===== src/sv/etl_pkg.sv =====
// ----------------------------------------------------------------------------
// Expression token lexer package
// Payload types, token kind codes and character codes shared by the lexer.
// ----------------------------------------------------------------------------
package etl_pkg;

   typedef struct packed {
      logic       kind;
      logic [7:0] char_code;
   } req_type;

   typedef struct packed {
      logic [3:0]  token_kind;
      logic [15:0] token_start;
      logic [15:0] token_end;
      logic        last_of_run;
   } rsp_type;

   // Token kinds.
   localparam logic [3:0] TK_PLUS   = 4'd0;
   localparam logic [3:0] TK_MINUS  = 4'd1;
   localparam logic [3:0] TK_MUL    = 4'd2;
   localparam logic [3:0] TK_DIV    = 4'd3;
   localparam logic [3:0] TK_ASSIGN = 4'd4;
   localparam logic [3:0] TK_MOD    = 4'd5;
   localparam logic [3:0] TK_FACT   = 4'd6;
   localparam logic [3:0] TK_LPAREN = 4'd7;
   localparam logic [3:0] TK_RPAREN = 4'd8;
   localparam logic [3:0] TK_POW    = 4'd9;
   localparam logic [3:0] TK_INT    = 4'd10;
   localparam logic [3:0] TK_FLT    = 4'd11;
   localparam logic [3:0] TK_IDENT  = 4'd12;
   localparam logic [3:0] TK_EOL    = 4'd13;
   localparam logic [3:0] TK_ERR    = 4'd14;

   // Input item kinds.
   localparam logic ITEM_CHAR = 1'b0;
   localparam logic ITEM_EOS  = 1'b1;

   // Character codes.
   localparam logic [7:0] CH_PLUS   = 8'h2B;
   localparam logic [7:0] CH_MINUS  = 8'h2D;
   localparam logic [7:0] CH_STAR   = 8'h2A;
   localparam logic [7:0] CH_SLASH  = 8'h2F;
   localparam logic [7:0] CH_EQUAL  = 8'h3D;
   localparam logic [7:0] CH_PCT    = 8'h25;
   localparam logic [7:0] CH_BANG   = 8'h21;
   localparam logic [7:0] CH_LPAREN = 8'h28;
   localparam logic [7:0] CH_RPAREN = 8'h29;
   localparam logic [7:0] CH_CARET  = 8'h5E;
   localparam logic [7:0] CH_DOT    = 8'h2E;
   localparam logic [7:0] CH_UNDER  = 8'h5F;
   localparam logic [7:0] CH_SPACE  = 8'h20;
   localparam logic [7:0] CH_0      = 8'h30;
   localparam logic [7:0] CH_9      = 8'h39;
   localparam logic [7:0] CH_LA     = 8'h61;
   localparam logic [7:0] CH_LZ     = 8'h7A;
   localparam logic [7:0] CH_UA     = 8'h41;
   localparam logic [7:0] CH_UZ     = 8'h5A;
   localparam logic [7:0] CH_LE     = 8'h65;
   localparam logic [7:0] CH_UE     = 8'h45;

   function automatic logic is_digit(input logic [7:0] c);
      return (c >= CH_0) && (c <= CH_9);
   endfunction

   function automatic logic is_alpha(input logic [7:0] c);
      return ((c >= CH_LA) && (c <= CH_LZ)) || ((c >= CH_UA) && (c <= CH_UZ));
   endfunction

   // Returns {is_operator, kind} for the single-character operators.
   function automatic logic [4:0] op_code(input logic [7:0] c);
      logic [4:0] r;
      case (c)
         CH_PLUS:   r = {1'b1, TK_PLUS};
         CH_MINUS:  r = {1'b1, TK_MINUS};
         CH_STAR:   r = {1'b1, TK_MUL};
         CH_SLASH:  r = {1'b1, TK_DIV};
         CH_EQUAL:  r = {1'b1, TK_ASSIGN};
         CH_PCT:    r = {1'b1, TK_MOD};
         CH_BANG:   r = {1'b1, TK_FACT};
         CH_LPAREN: r = {1'b1, TK_LPAREN};
         CH_RPAREN: r = {1'b1, TK_RPAREN};
         CH_CARET:  r = {1'b1, TK_POW};
         default:   r = {1'b0, TK_ERR};
      endcase
      return r;
   endfunction

endpackage


===== src/sv/expression_token_lexer_top.sv =====
// ----------------------------------------------------------------------------
// Expression token lexer
// Groups a stream of characters into arithmetic expression tokens.
// ----------------------------------------------------------------------------
// Usage:
// The req channel carries one character per transfer, or an end-of-string
// item that closes the expression. The rsp channel carries tokens with a
// kind, a start position and an end position (one past the last character);
// last_of_run marks the final token caused by one request transfer.
// The lexer state and the character position are updated in the cycle of
// the request transfer, and the tokens it causes land in a three-entry
// output queue, and are offered from its registers once earlier tokens leave.
// A request yields zero, one or two tokens; one token leaves per cycle
// while rsp_stall is low. Two come from a delimiter that ends a number
// or identifier and is itself an operator or an error, or from an end of
// string that closes an open token before the end of line.
// req_stall rises only while two or more tokens are queued, which is what
// bounds the rate at the output port.
// After an error the lexer drops characters until end of string.
// Reset (synchronous) empties the queue and returns the lexer to the
// new-token state at position zero. While rsp_stall is high the head token
// holds and the queue fills; requests stall once it cannot take two more.
// ----------------------------------------------------------------------------
module expression_token_lexer_top
   import etl_pkg::*;
#(
   parameter int POS_WIDTH = 16
) (
   input  logic    clock,
   input  logic    reset,
   input  logic    req_valid,
   output logic    req_stall,
   input  req_type req_data,
   output logic    rsp_valid,
   input  logic    rsp_stall,
   output rsp_type rsp_data
);

   // Lexer states.
   localparam logic [2:0] ST_NEW   = 3'd0;
   localparam logic [2:0] ST_INT   = 3'd1;
   localparam logic [2:0] ST_IDENT = 3'd2;
   localparam logic [2:0] ST_FRAC  = 3'd3;
   localparam logic [2:0] ST_SEXP  = 3'd4;
   localparam logic [2:0] ST_EXP   = 3'd5;
   localparam logic [2:0] ST_HALT  = 3'd6;

   localparam logic [POS_WIDTH-1:0] POS_ALL   = '1;
   localparam logic [POS_WIDTH-1:0] POS_LIMIT = POS_ALL - 1'b1;

   // Positions leave the block as their low sixteen bits, zero extended
   // when the position counter is narrower.
   function automatic logic [15:0] fit(input logic [POS_WIDTH-1:0] p);
      logic [POS_WIDTH+15:0] w;
      w = {16'd0, p};
      return w[15:0];
   endfunction

   function automatic logic [1:0] next_slot(input logic [1:0] s);
      return (s == 2'd2) ? 2'd0 : s + 2'd1;
   endfunction

   logic [2:0]           state_ff, state_in;
   logic [POS_WIDTH-1:0] begin_ff, begin_in;
   logic [POS_WIDTH-1:0] pos_ff, pos_in;

   rsp_type    queue_ff [3];
   logic [1:0] wr_ff, wr_in;
   logic [1:0] rd_ff, rd_in;
   logic [1:0] count_ff, count_in;

   logic                 req_fire, rsp_fire;
   logic [7:0]           c;
   logic [POS_WIDTH-1:0] pos_next;
   logic [4:0]           op;

   // Classification of the character as the start of a new token.
   logic       nc_emit;
   rsp_type    nc_tok;
   logic [2:0] nc_state;
   logic       nc_begin;

   // A token being closed, and a token started, by this transfer.
   logic       close_valid, new_valid;
   rsp_type    close_tok, new_tok;
   logic       use_nc;

   rsp_type    slot0, slot1;
   logic [1:0] push_n;

   assign req_stall = count_ff[1];
   assign req_fire  = req_valid && !req_stall;
   assign rsp_valid = (count_ff != 2'd0);
   assign rsp_data  = queue_ff[rd_ff];
   assign rsp_fire  = rsp_valid && !rsp_stall;

   assign c        = req_data.char_code;
   assign pos_next = pos_ff + 1'b1;
   assign op       = op_code(c);

   always_comb begin
      nc_emit  = 1'b0;
      nc_state = ST_NEW;
      nc_begin = 1'b0;
      nc_tok   = '{token_kind: TK_ERR, token_start: fit(pos_ff),
                   token_end: fit(pos_next), last_of_run: 1'b0};
      if (op[4]) begin
         nc_emit           = 1'b1;
         nc_tok.token_kind = op[3:0];
      end else if (c == CH_SPACE) begin
         nc_state = ST_NEW;
      end else if (c == CH_DOT) begin
         nc_state = ST_FRAC;
         nc_begin = 1'b1;
      end else if (is_digit(c)) begin
         nc_state = ST_INT;
         nc_begin = 1'b1;
      end else if (is_alpha(c)) begin
         nc_state = ST_IDENT;
         nc_begin = 1'b1;
      end else begin
         nc_emit  = 1'b1;
         nc_state = ST_HALT;
      end
   end

   always_comb begin
      state_in    = state_ff;
      begin_in    = begin_ff;
      pos_in      = pos_ff;
      close_valid = 1'b0;
      new_valid   = 1'b0;
      use_nc      = 1'b0;
      close_tok   = '{token_kind: TK_ERR, token_start: fit(begin_ff),
                      token_end: fit(pos_ff), last_of_run: 1'b0};
      new_tok     = '{token_kind: TK_EOL, token_start: fit(pos_ff),
                      token_end: fit(pos_ff), last_of_run: 1'b0};

      if (req_fire) begin
         if (state_ff > ST_EXP) begin
            // Halted: characters are dropped, end of string restarts.
            if (req_data.kind == ITEM_EOS) begin
               state_in = ST_NEW;
               begin_in = '0;
               pos_in   = '0;
            end
         end else if (req_data.kind == ITEM_EOS) begin
            // Close the open token at the string length, then end of line,
            // except when an exponent marker was left without a sign or digits.
            new_valid = 1'b1;
            case (state_ff)
               ST_IDENT: begin
                  close_valid          = 1'b1;
                  close_tok.token_kind = TK_IDENT;
               end
               ST_INT: begin
                  close_valid          = 1'b1;
                  close_tok.token_kind = TK_INT;
               end
               ST_FRAC, ST_EXP: begin
                  close_valid          = 1'b1;
                  close_tok.token_kind = TK_FLT;
               end
               ST_SEXP: begin
                  close_valid = 1'b1;
                  new_valid   = 1'b0;
               end
               default: begin
                  close_valid = 1'b0;
               end
            endcase
            state_in = ST_NEW;
            begin_in = '0;
            pos_in   = '0;
         end else if (pos_ff >= POS_LIMIT) begin
            // String too long for the position counter.
            close_valid           = 1'b1;
            close_tok.token_start = fit(POS_ALL);
            close_tok.token_end   = 16'd0;
            state_in              = ST_HALT;
         end else begin
            pos_in = pos_next;
            case (state_ff)
               ST_NEW: begin
                  use_nc = 1'b1;
               end
               ST_INT: begin
                  if (is_digit(c)) begin
                     state_in = ST_INT;
                  end else if ((c == CH_LE) || (c == CH_UE)) begin
                     state_in = ST_SEXP;
                  end else if (c == CH_DOT) begin
                     state_in = ST_FRAC;
                  end else begin
                     close_valid          = 1'b1;
                     close_tok.token_kind = TK_INT;
                     use_nc               = 1'b1;
                  end
               end
               ST_FRAC: begin
                  if (is_digit(c)) begin
                     state_in = ST_FRAC;
                  end else if ((c == CH_LE) || (c == CH_UE)) begin
                     state_in = ST_SEXP;
                  end else begin
                     close_valid          = 1'b1;
                     close_tok.token_kind = TK_FLT;
                     use_nc               = 1'b1;
                  end
               end
               ST_SEXP: begin
                  if ((c == CH_PLUS) || (c == CH_MINUS) || is_digit(c)) begin
                     state_in = ST_EXP;
                  end else begin
                     close_valid         = 1'b1;
                     close_tok.token_end = fit(pos_next);
                     state_in            = ST_HALT;
                  end
               end
               ST_EXP: begin
                  if (!is_digit(c)) begin
                     close_valid          = 1'b1;
                     close_tok.token_kind = TK_FLT;
                     use_nc               = 1'b1;
                  end
               end
               default: begin
                  if (!(is_digit(c) || is_alpha(c) || (c == CH_UNDER))) begin
                     close_valid          = 1'b1;
                     close_tok.token_kind = TK_IDENT;
                     use_nc               = 1'b1;
                  end
               end
            endcase
            if (use_nc) begin
               new_valid = nc_emit;
               new_tok   = nc_tok;
               state_in  = nc_state;
               if (nc_begin) begin
                  begin_in = pos_ff;
               end
            end
         end
      end
   end

   // Pack the closed and started tokens into consecutive queue slots and
   // mark the last one of the run.
   always_comb begin
      slot1 = new_tok;
      if (close_valid) begin
         slot0             = close_tok;
         slot0.last_of_run = !new_valid;
         slot1.last_of_run = 1'b1;
      end else begin
         slot0             = new_tok;
         slot0.last_of_run = 1'b1;
      end
      push_n = {1'b0, close_valid} + {1'b0, new_valid};
   end

   always_comb begin
      rd_in    = rsp_fire ? next_slot(rd_ff) : rd_ff;
      wr_in    = wr_ff;
      if (push_n == 2'd1) begin
         wr_in = next_slot(wr_ff);
      end else if (push_n == 2'd2) begin
         wr_in = next_slot(next_slot(wr_ff));
      end
      count_in = count_ff + push_n - {1'b0, rsp_fire};
   end

   always_ff @(posedge clock) begin
      if (reset) begin
         state_ff <= ST_NEW;
         begin_ff <= '0;
         pos_ff   <= '0;
         wr_ff    <= 2'd0;
         rd_ff    <= 2'd0;
         count_ff <= 2'd0;
      end else begin
         state_ff <= state_in;
         begin_ff <= begin_in;
         pos_ff   <= pos_in;
         wr_ff    <= wr_in;
         rd_ff    <= rd_in;
         count_ff <= count_in;
      end
   end

   always_ff @(posedge clock) begin
      if (push_n != 2'd0) begin
         queue_ff[wr_ff] <= slot0;
      end
      if (push_n == 2'd2) begin
         queue_ff[next_slot(wr_ff)] <= slot1;
      end
   end

endmodule

===== config.mk =====
export PLATFORM = sky130hd
export DESIGN_NAME = expression_token_lexer_top
export DESIGN_NICKNAME = d
export VERILOG_FILES = /design/src/sv/etl_pkg.sv /design/src/sv/expression_token_lexer_top.sv
export SDC_FILE = /design/constraint.sdc
export NUM_CORES = 1
export LEC_CHECK = 0
export CORE_ASPECT_RATIO = 1.1
export CORE_UTILIZATION = 64
export CTS_BUF_LIST = sky130_fd_sc_hd__clkbuf_4 sky130_fd_sc_hd__clkbuf_8
export DETAILED_ROUTE_END_ITERATION = 10
export DONT_BUFFER_PORTS = 1
export PLACE_DENSITY = 0.79
export SLEW_MARGIN = 10
export SYNTH_ARGS = -nofsm -noshare
export SYNTH_HDL_FRONTEND = slang
export SYNTH_SLANG_ARGS = --single-unit

===== constraint.sdc =====
create_clock -name clock -period 8.12 [get_ports clock]
set_clock_uncertainty 0.05 [all_clocks]
set_input_delay 0.406 -clock clock [delete_from_list [all_inputs] [get_ports clock]]
set_output_delay 0.406 -clock clock [all_outputs]
set_load 0.02 [all_outputs]

==> impl_metrics.env, run 1 <==
export IMPL_outcome="finished clean"
export IMPL_synth_cell_types=74
export IMPL_ys_async_sr_fraction_pct=0
export IMPL_clkSinkCount=154
export IMPL_gp_congestion=0.949
export IMPL_crit_required_ns=8.29
export IMPL_period_needed_ns=5.79
export IMPL_design_area_mm2=0.00921
export IMPL_drv_cap=0
export IMPL_dr_first_iter_drc_count=824
export IMPL_cts_buffers=17
export IMPL_ir_worst_vdd_mv=0.214
export IMPL_crit_path_end_kind="register"
export IMPL_pwr_density_cell_mw_per_mm2=249
export IMPL_total_leakage_power_nw=3.02
export IMPL_synth_edf_count=111
export IMPL_met1_usage_pct=43.9
export IMPL_min_delay_path_depth=2
export IMPL_synth_top_cell_area_share_pct=37.9
export IMPL_hold_start="reset"
export IMPL_dieHeight_um=125
export IMPL_rsz0062_at_grt="no"
export IMPL_clock_latency_ns=0.46
export IMPL_ys_flop_type="edfxtp_1"
export IMPL_reg2reg_depth=13
export IMPL_critPathLaunchType="register"
export IMPL_synthTopCellsByArea="edfxtp_1 (38%), dfxtp_1 (9.8%), mux2i_1 (7.8%)"
export IMPL_first_pass_iters=5
export IMPL_r2r_start="state_ff[1]"
export IMPL_cts_tree="yes"
export IMPL_clockPowerShare_pct=24.1
export IMPL_synth_common_cells="nand2_1 (140), edfxtp_1 (111), o21ai_0 (104), nor2_1 (80), mux2i_1 (69)"
export IMPL_final_antenna_net_count=0
export IMPL_met2_usage_pct=58.5
export IMPL_post_route_period_util_pct=71.2
export IMPL_busiest_layer="met2"
export IMPL_cp_startpoint="state_ff[1]"
export IMPL_routed_via_density=6.58
export IMPL_layout_drive_gt1_share_pct=8.24
export IMPL_r2r_end="queue_ff[2][4]"
export IMPL_first_global_vias=6895
export IMPL_relSlewSlack_pct=17.5
export IMPL_reg2reg_slack_ns=2.33
export IMPL_drt_wl_total_um=23700
export IMPL_min_to="state_ff[2]"
export IMPL_drc=0
export IMPL_grt_pass1_wl_um=37400
export IMPL_grt_ovfl_total=0
export IMPL_via_count=7200
export IMPL_area_delta_synth_final_pct=4.62
export IMPL_ioPinCount=52
export IMPL_clkSlewWorstSetupHoldPaths_ns=0.09
export IMPL_synthesis_area_mm2=0.00880
export IMPL_setup_viol=0
export IMPL_synthCells=944
export IMPL_synth_largest_area_cell="edfxtp_1"
export IMPL_grt_start_max_net_pins=75
export IMPL_fin_tns_setup_ns=0
export IMPL_diodes=0
export IMPL_initial_utilization_pct=66.1
export IMPL_p_sw_share_pct=37.8
export IMPL_fmax_mhz=173
export IMPL_crit_fanout=45
export IMPL_nNetsFinal=918
export IMPL_max_clock_path_buffers=2
export IMPL_wl_per_cell_um=21.6
export IMPL_io_buffer_count=0
export IMPL_clockRootBuffer="clkbuf_8"
export IMPL_syn_avg_cell_area_um2=9.33
export IMPL_coreArea_mm2=0.0133
export IMPL_dp_hpwl_um=16800
export IMPL_p_int_mw=1.43
export IMPL_worst_pin_slew_ns=1.23
export IMPL_htreeDepth=4
export IMPL_p_sw_uw=869
export IMPL_ys_warn_count=0
export IMPL_synth_nets=965
export IMPL_synth_most_common_cell="nand2_1"
export IMPL_placed_area_mm2=0.00882
export IMPL_die_w_um=114
export IMPL_slew_violations=0
export IMPL_hp_class="in2reg"
export IMPL_p_comb_share_pct=29.4
export IMPL_ys_ff_latch=154
export IMPL_p_seq_share_pct=46.5
export IMPL_track_usage_pct=34.7
export IMPL_arrival_ns=5.96
export IMPL_fin_util_pct=69.1
export IMPL_dieArea_mm2=0.0142
export IMPL_antenna_found_initial=0
export IMPL_num_rows=44
export IMPL_synth_seq_area_share_pct=47.6
export IMPL_hold_violations=0
export IMPL_use_met3_pct=6.25
export IMPL_setup_worst_path_class="reg2reg"
[sequential cells by signal, indices dropped and copies added, names as in the netlist, named ones only]
name / flops
begin_ff: 16
count_ff: 2
pos_ff: 16
queue_ff: 111
rd_ff: 2
state_ff: 3
wr_ff: 2
[how the worst max path moves through the flow]
stage                           to  slack [ns]  cells past startpoint
finish              queue_ff[2][4]        2.33                     13
global route        queue_ff[2][4]        1.98                     13
CTS                 queue_ff[2][4]        2.53                     13
detailed placement  queue_ff[2][4]        2.52                     13
global placement    queue_ff[2][4]        2.67                     13
floorplan           queue_ff[1][0]        2.26                     13
[final cells by class]
class / instances / area, um^2
sequential: 154 / 4200
tap: 184 / 230
fill: 1031 / 4110
inverter: 11 / 41.3
clock buffer: 17 / 234
multi-input combinational: 701 / 4270
timing repair buffer: 12 / 103
clock inverter: 15 / 139
[power groups by stage]
stage	sequential [mW]	combinational [mW]	clock (mW)
2_1_floorplan	1.06	0.535	0
3_3_place_gp	1.08	0.659	0
5_1_grt	1.08	0.726	0.589
4_1_cts	1.07	0.679	0.555
6_report	1.07	0.675	0.553
3_5_place_dp	1.09	0.673	0
[logic make-up (layout without fill, tap and decap cells)]
| group | count (synthesis) | after routing | synth area share [%] |
|---|---|---|---|
| buffers and inverters | 89 | 55 | 4.52 |
| multiplexers | 73 | 73 | 8.36 |
| flip-flops | 154 | 154 | 47.6 |
| XOR/XNOR | 17 | 17 | 1.69 |
| adder cells (fa/ha/maj) | 8 | 8 | 1.14 |
| AND/OR/NAND/NOR | 346 | 346 | 18.4 |
| AO/OA/AOI/OAI | 257 | 257 | 18.3 |
[through the flow]
stage	power [mW]	hold slack (ns)	worst slack (ns)	instances
global placement	1.73	0.384	2.67	1061
CTS	2.30	0.0595	2.53	1094
detailed placement	1.76	0.393	2.52	1061
global route	2.40	0.0879	1.98	1094
floorplan	1.60	0.382	2.26	944
finish	2.30	0.0772	2.33	1094
[worst max-delay path: stages, from the launching register on]
cell and delay, ns:
dfxtp_1 0.54, and2_1 0.30, nor3_2 0.43, o21ai_1 0.47
or2_1 0.46, nor2_1 0.87, a21oi_1 0.27, inv_1 0.15
ha_1 0.29, nand3b_1 0.35, nand3_2 0.26, buf_4 0.47
a21oi_1 0.28, o211a_1 0.32
[per-layer routing]
layer / vias to the layer above / part of all wire, %
met3: 71 / 7.1
met2: 357 / 49
li1: 3365 / -
met1: 3407 / 40
met4: 0 / 3.6
met5: - / 0
[timing repair]
item                                    CTS  global route
resized for setup                         0             0
hold endpoints to repair                 40             0
hold buffers                              1             0
buffers inserted                          0             0
endpoints found under the setup margin    0             0
[cell usage in the layout, fill, tap and decap left out, types with 4 or more instances in the layout]
master / n
nand2_1: 140
edfxtp_1: 111
o21ai_0: 103
nor2_1: 79
mux2i_1: 69
a21oi_1: 53
dfxtp_1: 41
nand3_1: 33
clkbuf_8: 17
o2bb2ai_1: 15
nor3_1: 12
a22oi_1: 12
xor2_1: 12
nand2b_1: 11
o21ai_1: 11
buf_4: 11
inv_1: 10
nor2b_1: 9
and3_1: 8
nand4_1: 8
ha_1: 8
nor4_1: 7
and4_1: 6
o211ai_1: 6
and2_1: 5
a31oi_1: 5
or3_1: 5
xnor2_1: 5
a211oi_1: 5
o31a_1: 4
o22ai_1: 4
a21oi_2: 4
inv_6: 4
clkinv_2: 4
clkinv_4: 4
No activity file was read; power rests on OpenSTA's default activity.
==> run 2: changes to the inputs <==
- clock period: 8.12 -> 5.9 ns (I/O delays scaled with it)
==> run 2 against run 1 <==
Via count decreased by 0.61%. Sequential power grew 37%. Non-clock buffer count grew 1. Worst hold slack worse by 0.042 ns. Sequential share of layout area barely moved.
==> impl_metrics.env, run 2 (synthesis gave the netlist of run 1 again) <==
export IMPL_clockRootBuffer="clkbuf_8"
export IMPL_htreeDepth=4
export IMPL_final_antenna_net_count=0
export IMPL_track_usage_pct=33.0
export IMPL_dieArea_mm2=0.0142
export IMPL_cpMaxStageDelayCell="o21ai_1"
export IMPL_ioPinCount=52
export IMPL_fmax_mhz=195
export IMPL_crit_path_end_kind="register"
export IMPL_initial_utilization_pct=66.1
export IMPL_diodes=0
export IMPL_die_w_um=114
export IMPL_io_buffer_count=0
export IMPL_drc=0
export IMPL_dp_hpwl_um=16000
export IMPL_p_total_mw=3.13
export IMPL_nNetsFinal=919
export IMPL_cts_tree="yes"
export IMPL_arrival_ns=5.39
export IMPL_clkSinkCount=154
export IMPL_fin_tns_setup_ns=0
export IMPL_post_route_period_util_pct=87.1
export IMPL_crit_fanout=21
export IMPL_cpMostUsedCell="a21oi_1"
export IMPL_setup_worst_path_class="reg2reg"
export IMPL_total_leakage_power_nw=3.01
export IMPL_holdWs_ns=0.0350
export IMPL_first_global_vias=6696
export IMPL_dieHeight_um=125
export IMPL_worst_pin_slew_ns=1.27
export IMPL_fin_util_pct=69.2
export IMPL_cts_buffers=17
export IMPL_period_needed_ns=5.14
export IMPL_slew_violations=0
export IMPL_pwr_density_cell_mw_per_mm2=339
export IMPL_routed_via_density=6.54
export IMPL_clkSlewWorstSetupHoldPaths_ns=0.08
export IMPL_gp_congestion=0.971
export IMPL_drt_wl_total_um=23000
export IMPL_area_delta_synth_final_pct=4.66
export IMPL_layout_drive_gt1_share_pct=8.01
export IMPL_max_clock_path_buffers=2
export IMPL_antenna_found_initial=0
export IMPL_grt_start_max_net_pins=75
export IMPL_setup_viol=0
export IMPL_reg_largest_list="queue_ff x111, begin_ff x16, pos_ff x16"
export IMPL_layout_common_cells="nand2_1 (140), edfxtp_1 (111), o21ai_0 (103), nor2_1 (79), mux2i_1 (69)"
export IMPL_rsz0062_at_grt="no"
export IMPL_cpPeakStageDelay_ns=0.72
export IMPL_hold_violations=0
export IMPL_hp_class="in2reg"
export IMPL_ir_worst_vdd_mv=0.334
export IMPL_drv_cap=0
export IMPL_grt_ovfl_total=0
export IMPL_crit_required_ns=6.14
export IMPL_num_rows=44
export IMPL_critPathBufInv=2
export IMPL_wl_per_cell_um=21.0
export IMPL_critPathLaunchType="register"
export IMPL_via_count=7156
export IMPL_final_common_cell="nand2_1"
export IMPL_regMostFlops="queue_ff"
export IMPL_crit_family="simple AND/OR/NAND/NOR gates"
export IMPL_crit_chain="nand4_1 > or2_2 > o21ai_1 > or2_1 > nor2_1 > buf_4 > a21oi_1 > inv_1 > ha_1 > nand3b_1 > nand3_2 > a21oi_1 > o2bb2ai_1"
export IMPL_grt_pass1_wl_um=35800
export IMPL_relSlewSlack_pct=15.1
export IMPL_coreArea_mm2=0.0133
export IMPL_dr_first_iter_drc_count=895
export IMPL_outcome="finished clean"
export IMPL_clock_latency_ns=0.46
export IMPL_first_pass_iters=5
export IMPL_largest_reg_flops=111
==> run 2: cell count changes in the layout (fill, tap and decap cells not counted) <==
cell        change
clkinv_4        -3
buf_12          +1
clkbuf_4        +3
inv_6           -2
inv_8           -1
clkinv_1        +3
clkinvlp_4      +2
clkinv_2        -2
==> run 2: final cells by class <==
| cell class | count | area [um^2] |
|---|---|---|
| Clock buffer | 20 | 256 |
| Clock inverter | 12 | 100 |
| Fill cell | 1086 | 4110 |
| Inverter | 11 | 41.3 |
| Multi-Input combinational cell | 701 | 4270 |
| Sequential cell | 154 | 4200 |
| Tap cell | 184 | 230 |
| Timing Repair Buffer | 13 | 123 |
==> run 2: worst paths after layout <==
path                                  start  cells after the start               to  slack [ns]
worst max-delay path              pos_ff[4]                     13   queue_ff[2][2]        0.76
worst min-delay path            req_data[3]                      2  queue_ff[0][36]        0.04
worst max register to register    pos_ff[4]                     13   queue_ff[2][2]        0.76
worst min register to register  begin_ff[9]                      2      begin_ff[9]        0.40
==> run 2: metrics by stage <==
stage          instances  instance area (um^2)  setup WS (ns)
6_report            1095                  9220          0.759
2_1_floorplan        944                  8800          0.119
3_3_place_gp        1062                  8840           1.21
5_1_grt             1095                  9220          0.360
4_1_cts             1095                  9220          0.856
3_5_place_dp        1062                  8840          0.888
==> run 2: per-layer routing <==
layer / routed length [um] / vias to the layer above / track usage (%)
met5: 0 / - / 0
met4: 835 / 0 / 13.6
met3: 1770 / 66 / 7.46
met2: 11000 / 348 / 54.9
met1: 9330 / 3388 / 41.6
li1: - / 3354 / -
==> run 2: worst register-to-register path, cell delays in order (launching register included) <==
cell	delay, ns
dfxtp_1	0.60
nand4_1	0.25
or2_2	0.38
o21ai_1	0.72
or2_1	0.36
nor2_1	0.07
buf_4	0.23
a21oi_1	0.26
inv_1	0.11
ha_1	0.28
nand3b_1	0.34
nand3_2	0.51
a21oi_1	0.63
o2bb2ai_1	0.19
==> run 2: timing repair <==
item                                   in CTS  in global routing
resized for setup                           0                  0
buffers inserted                            0                  0
endpoints found under the hold margin      42                  0
hold buffers                                1                  0
==> run 2: where the power goes <==
part | switching, mW | total [mW] | leakage, nW | internal, mW
Clock | 0.391 | 0.735 | 0.176 | 0.344
Combinational | 0.682 | 0.927 | 1.47 | 0.245
Sequential | 0.0838 | 1.47 | 1.36 | 1.38
Total | 1.16 | 3.13 | 3.01 | 1.97
